<file path="src/hw/rtl/utf8_unicode_whitespace_trimmer_defines.svh">
// ----------------------------------------------------------------------------
// utf8 whitespace trimmer assertion macros
// shared property forms for the trimmer rtl
// ----------------------------------------------------------------------------
`ifndef UTF8_UNICODE_WHITESPACE_TRIMMER_DEFINES_SVH
`define UTF8_UNICODE_WHITESPACE_TRIMMER_DEFINES_SVH

// condition must hold at every clock edge out of reset
`define UWSTRIM_ASSERT_ALWAYS(label, cond, msg) \
	label: assert property (@(posedge clk) disable iff (!arst_n) (cond)) \
		else $error(msg);

// consequence must hold in the cycle after the antecedent
`define UWSTRIM_ASSERT_NEXT(label, ante, cons, msg) \
	label: assert property (@(posedge clk) disable iff (!arst_n) (ante) |=> (cons)) \
		else $error(msg);

`endif

</file>
<file path="src/hw/rtl/uwstrim_pkg.sv">
// ----------------------------------------------------------------------------
// uwstrim_pkg
// types, constants and helpers shared by the whitespace trimmer modules
// ----------------------------------------------------------------------------
`timescale 1ns / 1ps

package uwstrim_pkg;

	localparam int unsigned MAX_BYTES_DEF = 512;
	localparam int unsigned SPAN_W        = 10;
	localparam int unsigned CP_W          = 21;

	localparam logic [7:0] ASCII_LIMIT = 8'h80;
	localparam logic [7:0] LEAD_MIN    = 8'hC2;
	localparam logic [7:0] LEAD_MAX    = 8'hF4;
	localparam logic [7:0] LEAD3_MIN   = 8'hE0;
	localparam logic [7:0] LEAD4_MIN   = 8'hF0;
	localparam logic [7:0] CONT_MASK   = 8'hC0;
	localparam logic [7:0] CONT_TAG    = 8'h80;

	localparam logic [CP_W-1:0] CP_TAB     = 21'h00009;
	localparam logic [CP_W-1:0] CP_CR      = 21'h0000D;
	localparam logic [CP_W-1:0] CP_SPACE   = 21'h00020;
	localparam logic [CP_W-1:0] CP_NEL     = 21'h00085;
	localparam logic [CP_W-1:0] CP_NBSP    = 21'h000A0;
	localparam logic [CP_W-1:0] CP_OGHAM   = 21'h01680;
	localparam logic [CP_W-1:0] CP_ENQ     = 21'h02000;
	localparam logic [CP_W-1:0] CP_HAIR    = 21'h0200A;
	localparam logic [CP_W-1:0] CP_LSEP    = 21'h02028;
	localparam logic [CP_W-1:0] CP_PSEP    = 21'h02029;
	localparam logic [CP_W-1:0] CP_NNBSP   = 21'h0202F;
	localparam logic [CP_W-1:0] CP_MMSP    = 21'h0205F;
	localparam logic [CP_W-1:0] CP_IDEOSP  = 21'h03000;

	typedef struct packed {
		logic [7:0] text_byte;
		logic       is_final;
	} text_item_t;

	typedef struct packed {
		logic [SPAN_W-1:0] span_start;
		logic [SPAN_W-1:0] span_length;
		logic [SPAN_W-1:0] span_points;
		logic              too_long;
	} span_item_t;

	typedef enum logic [3:0] {
		ST_LOAD,
		ST_F_CHK,
		ST_F_LEAD,
		ST_F_NEXT,
		ST_F_CONT,
		ST_F_EVAL,
		ST_B_CHK,
		ST_B_RD,
		ST_B_USE,
		ST_B_EVAL,
		ST_C_CHK,
		ST_C_USE,
		ST_EMIT
	} state_t;

	typedef enum logic [2:0] {
		ACC_HOLD,
		ACC_CLEAR,
		ACC_LEAD_FWD,
		ACC_CONT_FWD,
		ACC_LEAD_BACK,
		ACC_CONT_BACK
	} acc_op_t;

	typedef struct packed {
		acc_op_t    op;
		logic [1:0] shift;
	} acc_ctl_t;

	typedef struct packed {
		logic       cont;
		logic [2:0] width;
		logic       blank;
	} acc_stat_t;

	function automatic logic is_blank(input logic [CP_W-1:0] cp);
		is_blank = (cp >= CP_TAB && cp <= CP_CR) || cp == CP_SPACE || cp == CP_NEL ||
			cp == CP_NBSP || cp == CP_OGHAM || (cp >= CP_ENQ && cp <= CP_HAIR) ||
			cp == CP_LSEP || cp == CP_PSEP || cp == CP_NNBSP || cp == CP_MMSP ||
			cp == CP_IDEOSP;
	endfunction

endpackage

</file>
<file path="src/hw/rtl/uwstrim_buf.sv">
// ----------------------------------------------------------------------------
// uwstrim_buf
// string byte buffer, one write port and one registered read port
// ----------------------------------------------------------------------------
`timescale 1ns / 1ps

module uwstrim_buf #(
	parameter int unsigned DEPTH = uwstrim_pkg::MAX_BYTES_DEF,
	parameter int unsigned AW    = $clog2(DEPTH)
) (
	input  logic          clk,
	input  logic          we,
	input  logic [AW-1:0] waddr,
	input  logic [7:0]    wdata,
	input  logic [AW-1:0] raddr,
	output logic [7:0]    rdata
);

	logic [7:0] mem [DEPTH];
	logic [7:0] rdata_q;

	always_ff @(posedge clk) begin
		if (we) begin
			mem[waddr] <= wdata;
		end
	end

	always_ff @(posedge clk) begin
		rdata_q <= mem[raddr];
	end

	assign rdata = rdata_q;

endmodule

</file>
<file path="src/hw/rtl/uwstrim_acc.sv">
// ----------------------------------------------------------------------------
// uwstrim_acc
// shared byte classifier and code point accumulator used by both scans
// ----------------------------------------------------------------------------
`timescale 1ns / 1ps

module uwstrim_acc (
	input  logic                  clk,
	input  uwstrim_pkg::acc_ctl_t ctl,
	input  logic [7:0]            data,
	output uwstrim_pkg::acc_stat_t stat
);

	localparam int unsigned CPW = uwstrim_pkg::CP_W;

	logic [CPW-1:0] cp_q;
	logic [2:0]     width;
	logic [CPW-1:0] lead_bits;
	logic [CPW-1:0] cont_bits;
	logic [CPW-1:0] lead_shl;
	logic [CPW-1:0] cont_shl;

	// lead byte decode: 0 width means malformed
	always_comb begin
		if (data < uwstrim_pkg::ASCII_LIMIT) begin
			width = 3'd1;
		end else if (data >= uwstrim_pkg::LEAD_MIN && data <= uwstrim_pkg::LEAD_MAX) begin
			if (data < uwstrim_pkg::LEAD3_MIN) begin
				width = 3'd2;
			end else if (data < uwstrim_pkg::LEAD4_MIN) begin
				width = 3'd3;
			end else begin
				width = 3'd4;
			end
		end else begin
			width = 3'd0;
		end
	end

	always_comb begin
		case (width)
			3'd1:    lead_bits = CPW'(data[6:0]);
			3'd2:    lead_bits = CPW'(data[4:0]);
			3'd3:    lead_bits = CPW'(data[3:0]);
			3'd4:    lead_bits = CPW'(data[2:0]);
			default: lead_bits = '0;
		endcase
		cont_bits = CPW'(data[5:0]);
	end

	// backward assembly places each payload six bits further up
	always_comb begin
		case (ctl.shift)
			2'd0:    begin lead_shl = lead_bits;         cont_shl = cont_bits;         end
			2'd1:    begin lead_shl = lead_bits << 6;    cont_shl = cont_bits << 6;    end
			2'd2:    begin lead_shl = lead_bits << 12;   cont_shl = cont_bits << 12;   end
			default: begin lead_shl = lead_bits << 18;   cont_shl = cont_bits << 18;   end
		endcase
	end

	always_ff @(posedge clk) begin
		unique case (ctl.op)
			uwstrim_pkg::ACC_HOLD:      cp_q <= cp_q;
			uwstrim_pkg::ACC_CLEAR:     cp_q <= '0;
			uwstrim_pkg::ACC_LEAD_FWD:  cp_q <= lead_bits;
			uwstrim_pkg::ACC_CONT_FWD:  cp_q <= {cp_q[CPW-7:0], data[5:0]};
			uwstrim_pkg::ACC_LEAD_BACK: cp_q <= cp_q | lead_shl;
			uwstrim_pkg::ACC_CONT_BACK: cp_q <= cp_q | cont_shl;
			default:                    cp_q <= cp_q;
		endcase
	end

	assign stat.cont  = (data & uwstrim_pkg::CONT_MASK) == uwstrim_pkg::CONT_TAG;
	assign stat.width = width;
	assign stat.blank = uwstrim_pkg::is_blank(cp_q);

endmodule

</file>
<file path="src/hw/rtl/uwstrim_seq.sv">
// ----------------------------------------------------------------------------
// uwstrim_seq
// load, forward scan, backward scan and point count sequencer
// ----------------------------------------------------------------------------
`timescale 1ns / 1ps

`include "utf8_unicode_whitespace_trimmer_defines.svh"

module uwstrim_seq #(
	parameter int unsigned MAX_BYTES = uwstrim_pkg::MAX_BYTES_DEF,
	parameter int unsigned AW        = $clog2(MAX_BYTES),
	parameter int unsigned CW        = $clog2(MAX_BYTES + 1)
) (
	input  logic                    clk,
	input  logic                    arst_n,
	input  logic                    text_valid,
	output logic                    text_ready,
	input  uwstrim_pkg::text_item_t text,
	output logic                    buf_we,
	output logic [AW-1:0]           buf_waddr,
	output logic [AW-1:0]           buf_raddr,
	output uwstrim_pkg::acc_ctl_t   acc_ctl,
	input  uwstrim_pkg::acc_stat_t  acc_stat,
	input  logic                    slot_free,
	output logic                    emit,
	output uwstrim_pkg::span_item_t result
);

	localparam int unsigned SW = uwstrim_pkg::SPAN_W;
	localparam logic [CW-1:0] FULL = CW'(MAX_BYTES);

	uwstrim_pkg::state_t state_q, state_d;

	logic [CW-1:0] fill_q;
	logic          ovf_q;
	logic [CW-1:0] len_q;
	logic [CW-1:0] front_q;
	logic [CW-1:0] back_q;
	logic [CW-1:0] pos_q;
	logic [CW-1:0] cnt_q;
	logic [1:0]    rem_q;
	logic [1:0]    ncont_q;
	logic          too_long_q;

	logic          text_acc;
	logic          has_room;
	logic [CW-1:0] load_len;
	logic          load_ovf;
	logic          fwd_over;
	logic          backing;
	logic          lead_ok;

	assign text_acc  = text_valid && text_ready;
	assign has_room  = fill_q != FULL;
	assign load_len  = has_room ? fill_q + CW'(1) : fill_q;
	assign load_ovf  = ovf_q || !has_room;
	assign fwd_over  = ({1'b0, pos_q} + (CW+1)'(acc_stat.width)) > {1'b0, len_q};
	assign backing   = (pos_q > front_q) && acc_stat.cont && (ncont_q != 2'd3);
	assign lead_ok   = acc_stat.width == ({1'b0, ncont_q} + 3'd1);

	assign buf_we    = text_acc && has_room;
	assign buf_waddr = fill_q[AW-1:0];
	assign buf_raddr = pos_q[AW-1:0];

	always_ff @(posedge clk or negedge arst_n) begin
		if (!arst_n) begin
			state_q <= uwstrim_pkg::ST_LOAD;
		end else begin
			state_q <= state_d;
		end
	end

	always_comb begin
		state_d       = state_q;
		text_ready    = 1'b0;
		emit          = 1'b0;
		acc_ctl.op    = uwstrim_pkg::ACC_HOLD;
		acc_ctl.shift = ncont_q;
		unique case (state_q)
			uwstrim_pkg::ST_LOAD: begin
				text_ready = 1'b1;
				if (text_acc && text.is_final) begin
					state_d = load_ovf ? uwstrim_pkg::ST_EMIT : uwstrim_pkg::ST_F_CHK;
				end
			end
			uwstrim_pkg::ST_F_CHK: begin
				state_d = (pos_q == len_q) ? uwstrim_pkg::ST_B_CHK : uwstrim_pkg::ST_F_LEAD;
			end
			uwstrim_pkg::ST_F_LEAD: begin
				acc_ctl.op = uwstrim_pkg::ACC_LEAD_FWD;
				if (acc_stat.width == 3'd0 || fwd_over) begin
					state_d = uwstrim_pkg::ST_B_CHK;
				end else begin
					state_d = uwstrim_pkg::ST_F_NEXT;
				end
			end
			uwstrim_pkg::ST_F_NEXT: begin
				state_d = (rem_q == 2'd0) ? uwstrim_pkg::ST_F_EVAL : uwstrim_pkg::ST_F_CONT;
			end
			uwstrim_pkg::ST_F_CONT: begin
				if (acc_stat.cont) begin
					acc_ctl.op = uwstrim_pkg::ACC_CONT_FWD;
					state_d    = uwstrim_pkg::ST_F_NEXT;
				end else begin
					state_d = uwstrim_pkg::ST_B_CHK;
				end
			end
			uwstrim_pkg::ST_F_EVAL: begin
				state_d = acc_stat.blank ? uwstrim_pkg::ST_F_CHK : uwstrim_pkg::ST_B_CHK;
			end
			uwstrim_pkg::ST_B_CHK: begin
				acc_ctl.op = uwstrim_pkg::ACC_CLEAR;
				state_d    = (back_q == front_q) ? uwstrim_pkg::ST_C_CHK : uwstrim_pkg::ST_B_RD;
			end
			uwstrim_pkg::ST_B_RD: begin
				state_d = uwstrim_pkg::ST_B_USE;
			end
			uwstrim_pkg::ST_B_USE: begin
				if (backing) begin
					acc_ctl.op = uwstrim_pkg::ACC_CONT_BACK;
					state_d    = uwstrim_pkg::ST_B_RD;
				end else begin
					acc_ctl.op = uwstrim_pkg::ACC_LEAD_BACK;
					state_d    = lead_ok ? uwstrim_pkg::ST_B_EVAL : uwstrim_pkg::ST_C_CHK;
				end
			end
			uwstrim_pkg::ST_B_EVAL: begin
				state_d = acc_stat.blank ? uwstrim_pkg::ST_B_CHK : uwstrim_pkg::ST_C_CHK;
			end
			uwstrim_pkg::ST_C_CHK: begin
				state_d = (pos_q == back_q) ? uwstrim_pkg::ST_EMIT : uwstrim_pkg::ST_C_USE;
			end
			uwstrim_pkg::ST_C_USE: begin
				state_d = uwstrim_pkg::ST_C_CHK;
			end
			uwstrim_pkg::ST_EMIT: begin
				if (slot_free) begin
					emit    = 1'b1;
					state_d = uwstrim_pkg::ST_LOAD;
				end
			end
			default: begin
				state_d = uwstrim_pkg::ST_LOAD;
			end
		endcase
	end

	always_ff @(posedge clk or negedge arst_n) begin
		if (!arst_n) begin
			fill_q  <= '0;
			ovf_q   <= 1'b0;
			len_q   <= '0;
			front_q <= '0;
			back_q  <= '0;
			pos_q   <= '0;
		end else begin
			unique case (state_q)
				uwstrim_pkg::ST_LOAD: begin
					if (text_acc) begin
						if (text.is_final) begin
							len_q   <= load_len;
							back_q  <= load_len;
							front_q <= '0;
							pos_q   <= '0;
							fill_q  <= '0;
							ovf_q   <= 1'b0;
						end else begin
							fill_q <= load_len;
							ovf_q  <= load_ovf;
						end
					end
				end
				uwstrim_pkg::ST_F_LEAD: begin
					pos_q <= pos_q + CW'(1);
				end
				uwstrim_pkg::ST_F_CONT: begin
					if (acc_stat.cont) begin
						pos_q <= pos_q + CW'(1);
					end
				end
				uwstrim_pkg::ST_F_EVAL: begin
					if (acc_stat.blank) begin
						front_q <= pos_q;
					end
				end
				uwstrim_pkg::ST_B_CHK: begin
					pos_q <= (back_q == front_q) ? front_q : back_q - CW'(1);
				end
				uwstrim_pkg::ST_B_USE: begin
					if (backing) begin
						pos_q <= pos_q - CW'(1);
					end else if (!lead_ok) begin
						pos_q <= front_q;
					end
				end
				uwstrim_pkg::ST_B_EVAL: begin
					if (acc_stat.blank) begin
						back_q <= pos_q;
					end else begin
						pos_q <= front_q;
					end
				end
				uwstrim_pkg::ST_C_USE: begin
					pos_q <= pos_q + CW'(1);
				end
				default: begin
				end
			endcase
		end
	end

	// scan payload, no reset needed
	always_ff @(posedge clk) begin
		case (state_q)
			uwstrim_pkg::ST_LOAD: begin
				if (text_acc && text.is_final) begin
					too_long_q <= load_ovf;
				end
			end
			uwstrim_pkg::ST_F_LEAD: begin
				rem_q <= 2'(acc_stat.width - 3'd1);
			end
			uwstrim_pkg::ST_F_CONT: begin
				rem_q <= rem_q - 2'd1;
			end
			uwstrim_pkg::ST_B_CHK: begin
				ncont_q <= 2'd0;
				cnt_q   <= '0;
			end
			uwstrim_pkg::ST_B_USE: begin
				if (backing) begin
					ncont_q <= ncont_q + 2'd1;
				end
			end
			uwstrim_pkg::ST_C_USE: begin
				if (!acc_stat.cont) begin
					cnt_q <= cnt_q + CW'(1);
				end
			end
			default: begin
			end
		endcase
	end

	always_comb begin
		if (too_long_q) begin
			result.span_start  = '0;
			result.span_length = '0;
			result.span_points = '0;
			result.too_long    = 1'b1;
		end else begin
			result.span_start  = SW'(front_q);
			result.span_length = SW'(back_q - front_q);
			result.span_points = SW'(cnt_q);
			result.too_long    = 1'b0;
		end
	end

	`UWSTRIM_ASSERT_ALWAYS(a_front_le_back, front_q <= back_q, "front pointer passed back pointer")
	`UWSTRIM_ASSERT_ALWAYS(a_back_le_len, back_q <= len_q, "back pointer beyond string length")
	`UWSTRIM_ASSERT_ALWAYS(a_pos_le_len, pos_q <= len_q, "scan pointer beyond string length")
	`UWSTRIM_ASSERT_NEXT(a_emit_reload, emit, state_q == uwstrim_pkg::ST_LOAD && fill_q == '0, "no clean reload after result")

endmodule

</file>
<file path="src/hw/rtl/utf8_unicode_whitespace_trimmer.sv">
// sequence: one byte per cycle while loading; after the final byte the forward scan and then
//   the backward scan read bytes and test each code point, the point count walks the kept
//   bytes, and the emit state then moves the result into the output register
// throughput: one string at a time; the input is held off from the final byte until the
//   result moves into the output register
// reset: sequencer returns to loading with empty fill count; buffer contents are not cleared
// ----------------------------------------------------------------------------
// utf8_unicode_whitespace_trimmer
// buffers a utf-8 string and reports the span left after trimming white space
// ----------------------------------------------------------------------------
`timescale 1ns / 1ps

module utf8_unicode_whitespace_trimmer #(
	parameter int unsigned MAX_BYTES = uwstrim_pkg::MAX_BYTES_DEF
) (
	input  logic                    clk,
	input  logic                    arst_n,
	input  logic                    text_valid,
	output logic                    text_ready,
	input  uwstrim_pkg::text_item_t text,
	output logic                    span_valid,
	input  logic                    span_ready,
	output uwstrim_pkg::span_item_t span
);

	localparam int unsigned AW = $clog2(MAX_BYTES);
	localparam int unsigned CW = $clog2(MAX_BYTES + 1);

	logic                    buf_we;
	logic [AW-1:0]           buf_waddr;
	logic [AW-1:0]           buf_raddr;
	logic [7:0]              buf_rdata;
	uwstrim_pkg::acc_ctl_t   acc_ctl;
	uwstrim_pkg::acc_stat_t  acc_stat;
	logic                    emit;
	uwstrim_pkg::span_item_t result;
	logic                    span_valid_q;
	uwstrim_pkg::span_item_t span_q;
	logic                    slot_free;

	assign slot_free = !span_valid_q || span_ready;

	uwstrim_buf #(
		.DEPTH (MAX_BYTES),
		.AW    (AW)
	) u_buf (
		.clk   (clk),
		.we    (buf_we),
		.waddr (buf_waddr),
		.wdata (text.text_byte),
		.raddr (buf_raddr),
		.rdata (buf_rdata)
	);

	uwstrim_acc u_acc (
		.clk  (clk),
		.ctl  (acc_ctl),
		.data (buf_rdata),
		.stat (acc_stat)
	);

	uwstrim_seq #(
		.MAX_BYTES (MAX_BYTES),
		.AW        (AW),
		.CW        (CW)
	) u_seq (
		.clk        (clk),
		.arst_n     (arst_n),
		.text_valid (text_valid),
		.text_ready (text_ready),
		.text       (text),
		.buf_we     (buf_we),
		.buf_waddr  (buf_waddr),
		.buf_raddr  (buf_raddr),
		.acc_ctl    (acc_ctl),
		.acc_stat   (acc_stat),
		.slot_free  (slot_free),
		.emit       (emit),
		.result     (result)
	);

	// output register decouples the result from the next string's load
	always_ff @(posedge clk or negedge arst_n) begin
		if (!arst_n) begin
			span_valid_q <= 1'b0;
		end else if (emit) begin
			span_valid_q <= 1'b1;
		end else if (span_ready) begin
			span_valid_q <= 1'b0;
		end
	end

	always_ff @(posedge clk) begin
		if (emit) begin
			span_q <= result;
		end
	end

	assign span_valid = span_valid_q;
	assign span       = span_q;

endmodule

</file>
<file path="config.mk">
export PLATFORM = sky130hd
export DESIGN_NAME = utf8_unicode_whitespace_trimmer
export DESIGN_NICKNAME = d
export VERILOG_FILES = /design/src/hw/rtl/uwstrim_pkg.sv /design/src/hw/rtl/uwstrim_buf.sv /design/src/hw/rtl/uwstrim_acc.sv /design/src/hw/rtl/uwstrim_seq.sv /design/src/hw/rtl/utf8_unicode_whitespace_trimmer.sv
export VERILOG_INCLUDE_DIRS = /design/src /design/src/hw/rtl
export SDC_FILE = /design/constraint.sdc
export NUM_CORES = 2
export LEC_CHECK = 0
export BUFFER_PORTS_ARGS = -buffer_cell sky130_fd_sc_hd__buf_2
export CORE_ASPECT_RATIO = 0.75
export CORE_MARGIN = 2
export CORE_UTILIZATION = 35
export CTS_CLUSTER_DIAMETER = 50
export CTS_CLUSTER_SIZE = 8
export DETAILED_ROUTE_END_ITERATION = 8
export PLACE_DENSITY = 0.58
export SLEW_MARGIN = 20
export SYNTH_ARGS = -nofsm -noshare
export SYNTH_HDL_FRONTEND = slang
export SYNTH_SLANG_ARGS = --single-unit
export TNS_END_PERCENT = 20
</file>
<file path="constraint.sdc">
create_clock -name clk -period 10.34 [get_ports clk]
set_input_delay 2.068 -clock clk [delete_from_list [all_inputs] [get_ports clk]]
set_output_delay 2.068 -clock clk [all_outputs]
set_load 0.01 [all_outputs]
</file>
==> reports/qor.txt <==
# IOs: 46
Sequential share of the synthesized area: 0.762
P_int: 0.0333 W
DR iter-0 viols: 15,200
Synth top area cells: edfxtp_1, mux4_2, nor2_1
H-tree depth: 6
Switching share of power: 0.302
RePlAce Congestion: 0.864
Register bit count reported by yosys: 4,227
Status: finished clean
Tcrit/Tclk final: 0.560
Vias: 88,300
Setup TNS: 0 ps
Net Count, Synth: 8,101
TritonCTS clock tree: built
Worst setup path start: u_seq.pos_q[0]$_DFFE_PN0P_
Count of cell types in the netlist: 88
Syn-to-layout area delta: 14.5%
Yosys top cell by area: edfxtp_1
# nets final: 8,461
Clock Power Share: 0.370
Fin worst setup slack: 4550 ps
Pin count of the biggest net entering global routing: 195
Number of global-route vias before repair: 86,500
Core ar.: 473,000 µm²
Worst Path Arrival: 6600 ps
Slew @ Worst Pin: 1280 ps
Gr usage total: 0.203
PD cells: 251 nW/µm²
Dpl hpwl: 303,000 µm
Vias per inst: 5.95
R2r setup slk: 4550 ps
Syn_area_per_cell: 20.7 µm²
Die area: 480,000 µm²
Final Hold Fails: 0
CTS buffer count: 605
Hold Startpoint: u_seq.ovf_q$_DFFE_PN0P_
GRT overflow: 0
Reg2reg start: u_seq.pos_q[0]$_DFFE_PN0P_
First-pass GRT wire length: 693,000 µm
Synthesized instance count: 8,041
Max Clk Rate: 173 MHz
Clock Path Buffers: 4
Yosys warning count: 0
Initial Utilization: 0.351
CP max stage cell: dfrtp_4
Row cnt: 219
Crit path buf inv count: 3
Final wirelength: 500,000 µm
Post-CTS Setup Bufs: 0
Logic gate share of total power: 0.222
Number of max-cap violations: 0
Synth Flop Type: edfxtp_1
Slowest stage delay, CP: 1020 ps
Number of synthesized flops with an enable pin: 4,163
Hold_buf cts: 0
WP data required: 11,150 ps
CP delay by family, top: buffers and inverters
Clock Sinks: 4,227
Final core utilization: 0.402
Routed Antenna Nets: 0
Port bufs: 45
Switching pwr: 0.0144 W
Setup-failing EPs final: 0
Share of cells above drive strength 1: 0.240
Yosys top cell area share: 0.752
Post-synth ARST share: 0.0132
# fillers: 41,400
Maximum vdd ir drop: 170 µV
Type of the tightest min-delay check: register to register
Root Driver: clkbuf_16
Most used cell, CP: buf_4
DRC viols: 0
Die height: 601 µm
Leak Pwr: 57.4 nW
CP Cell Sequence: buf_4, buf_4, mux4_2, mux4_2, nand3_1, nand2_1, or4_1, nor3_2, buf_4, a41oi_1
Slew headroom: 0.144
Sequential Power Share: 0.408
Max-slew violations: 0
Critical Path Source Type: register
DIE WIDTH: 800 µm
CTS clock-pin slew for the worst setup and hold paths: 60 ps
CP Class: register to register
Crit-path max FO: 37
WL/cell: 33.7 µm
Initial antenna violation count: 38
Clk_skew: 63.7 ps
DRT Pass-1 Iters: 6
Clock latency at the later pin of the worst-skew pair: 980 ps
RSZ-0062 raised after global routing: false
Tmin final: 5790 ps
Minimum setup slack after placement: 4500 ps
Mapped cell area: 166,000 µm²
Critical Path End Type: register
Cts repair resizes: 0
## Yosys cell counts, types with 48 or more instances
master,count
a21oi_1,120
a221oi_1,69
a22o_1,79
a22oi_1,250
buf_2,117
buf_4,51
buf_6,59
clkbuf_1,241
dfrtp_1,56
edfxtp_1,4163
mux2i_1,88
mux4_2,1035
nand2_1,183
nand3_1,122
nor2_1,639
nor3_1,48
o21ai_0,86
## power groups by stage
| stage | Clock (W) | Combinational (W) | Sequential [W] |
|---|---|---|---|
| final | 0.0177 | 0.0106 | 0.0195 |
| after global routing | 0.0186 | 0.0109 | 0.0195 |
| after CTS | 0.0178 | 0.0104 | 0.0195 |
| after detailed placement | 0 | 0.0104 | 0.0198 |
| after global placement | 0 | 0.0104 | 0.0198 |
| after floorplan | 0 | 0.00613 | 0.0195 |
## layout by cell type, fill, tap and decap left out, types with 42 or more instances in the layout
cell type | netlist | final
mux2i_1 | 88 | 88
a221oi_1 | 69 | 68
nand2_1 | 183 | 181
clkbuf_1 | 241 | 75
a21oi_1 | 120 | 119
xnor2_1 | 47 | 47
edfxtp_1 | 4163 | 4163
o21ai_0 | 86 | 82
buf_4 | 51 | 181
o22ai_1 | 43 | 43
ha_1 | 45 | 45
nor3_1 | 48 | 45
inv_1 | 43 | 42
a22o_1 | 79 | 79
dfrtp_1 | 56 | 47
clkbuf_16 | 0 | 617
mux4_2 | 1035 | 1035
nand3_1 | 122 | 107
a22oi_1 | 250 | 250
nor2_1 | 639 | 630
## per-stage QoR
step | area, µm² | power (W) | hold slack (ps) | std cells
after floorplan | 166000 | 0.0256 | 464 | 8041
after global placement | 174000 | 0.0301 | 474 | 14100
after detailed placement | 174000 | 0.0302 | 508 | 14100
after CTS | 190000 | 0.0477 | 520 | 14800
after global routing | 190000 | 0.0490 | 546 | 14800
final | 190000 | 0.0477 | 522 | 14800
## sequential cells by signal (all words and copies together) (netlist names), 2 cells and up
register / cells
u_buf.mem: 4096
u_seq.rem_q: 2
u_seq.cnt_q: 10
u_seq.ncont_q: 2
u_seq.front_q: 10
u_buf.rdata: 8
u_acc.cp_q: 21
u_seq.pos_q: 10
u_seq.fill_q: 10
span: 31
u_seq.back_q: 10
u_seq.state_q: 4
u_seq.len_q: 10
## per-layer routing
metal | part of all wire | up-vias | routed length (µm) | global-route usage
met2 | 0.42 | 6301 | 212000 | 0.282
li1 | - | 34200 | - | -
met3 | 0.13 | 847 | 67300 | 0.0654
met4 | 0.029 | 16 | 14300 | 0.0554
met1 | 0.41 | 46900 | 206000 | 0.304
met5 | 0.00020 | - | 101 | 0
## cells by family (layout without fill, tap and decap cells)
| kind of cell | Yosys count | count (layout) | share of synthesized area |
|---|---|---|---|
| xor gates and xnor gates | 70 | 70 | 0.00369 |
| other | 0 | 18 | 0 |
| DFF | 4227 | 4227 | 0.762 |
| and+or+nand+nor | 1184 | 1184 | 0.0314 |
| buffers and inverters | 550 | 1041 | 0.0174 |
| AOI/OAI and AO/OA | 833 | 833 | 0.0361 |
| adders and majority gates | 47 | 47 | 0.00363 |
| muxes | 1130 | 1130 | 0.146 |
## worst register-to-register path, stage by stage (launching register included)
cell	delay, ps
dfrtp_4	1020
buf_4	750
buf_4	780
mux4_2	670
mux4_2	590
nand3_1	210
nand2_1	80
or4_1	560
nor3_2	710
buf_4	240
a41oi_1	40
## final cells by class
| class | count | area, µm² | area share |
|---|---|---|---|
| sequential | 4227 | 127000 | 0.665 |
| multi-input combinational | 3264 | 37000 | 0.194 |
| clock buffer | 692 | 15700 | 0.0826 |
| tap | 6298 | 7880 | 0.0414 |
| timing repair buffer | 257 | 2250 | 0.0118 |
| clock inverter | 46 | 642 | 0.00337 |
| inverter | 46 | 173 | 0.000908 |
| antenna | 18 | 45.0 | 0.000237 |
## worst paths after layout
path / endpoint / depth (start not counted)
min reg2reg: u_seq.ovf_q$_DFFE_PN0P_ / 1
min in group asynchronous: u_seq.state_q[0]$_DFFE_PN0P_ / 2
max reg2reg: u_buf.rdata[0]$_DFF_P_ / 10
max in group asynchronous: u_seq.pos_q[3]$_DFFE_PN0P_ / 2
max: u_buf.rdata[0]$_DFF_P_ / 10
min: u_seq.ovf_q$_DFFE_PN0P_ / 1
Note: power is estimated with default switching activity, not from simulation.
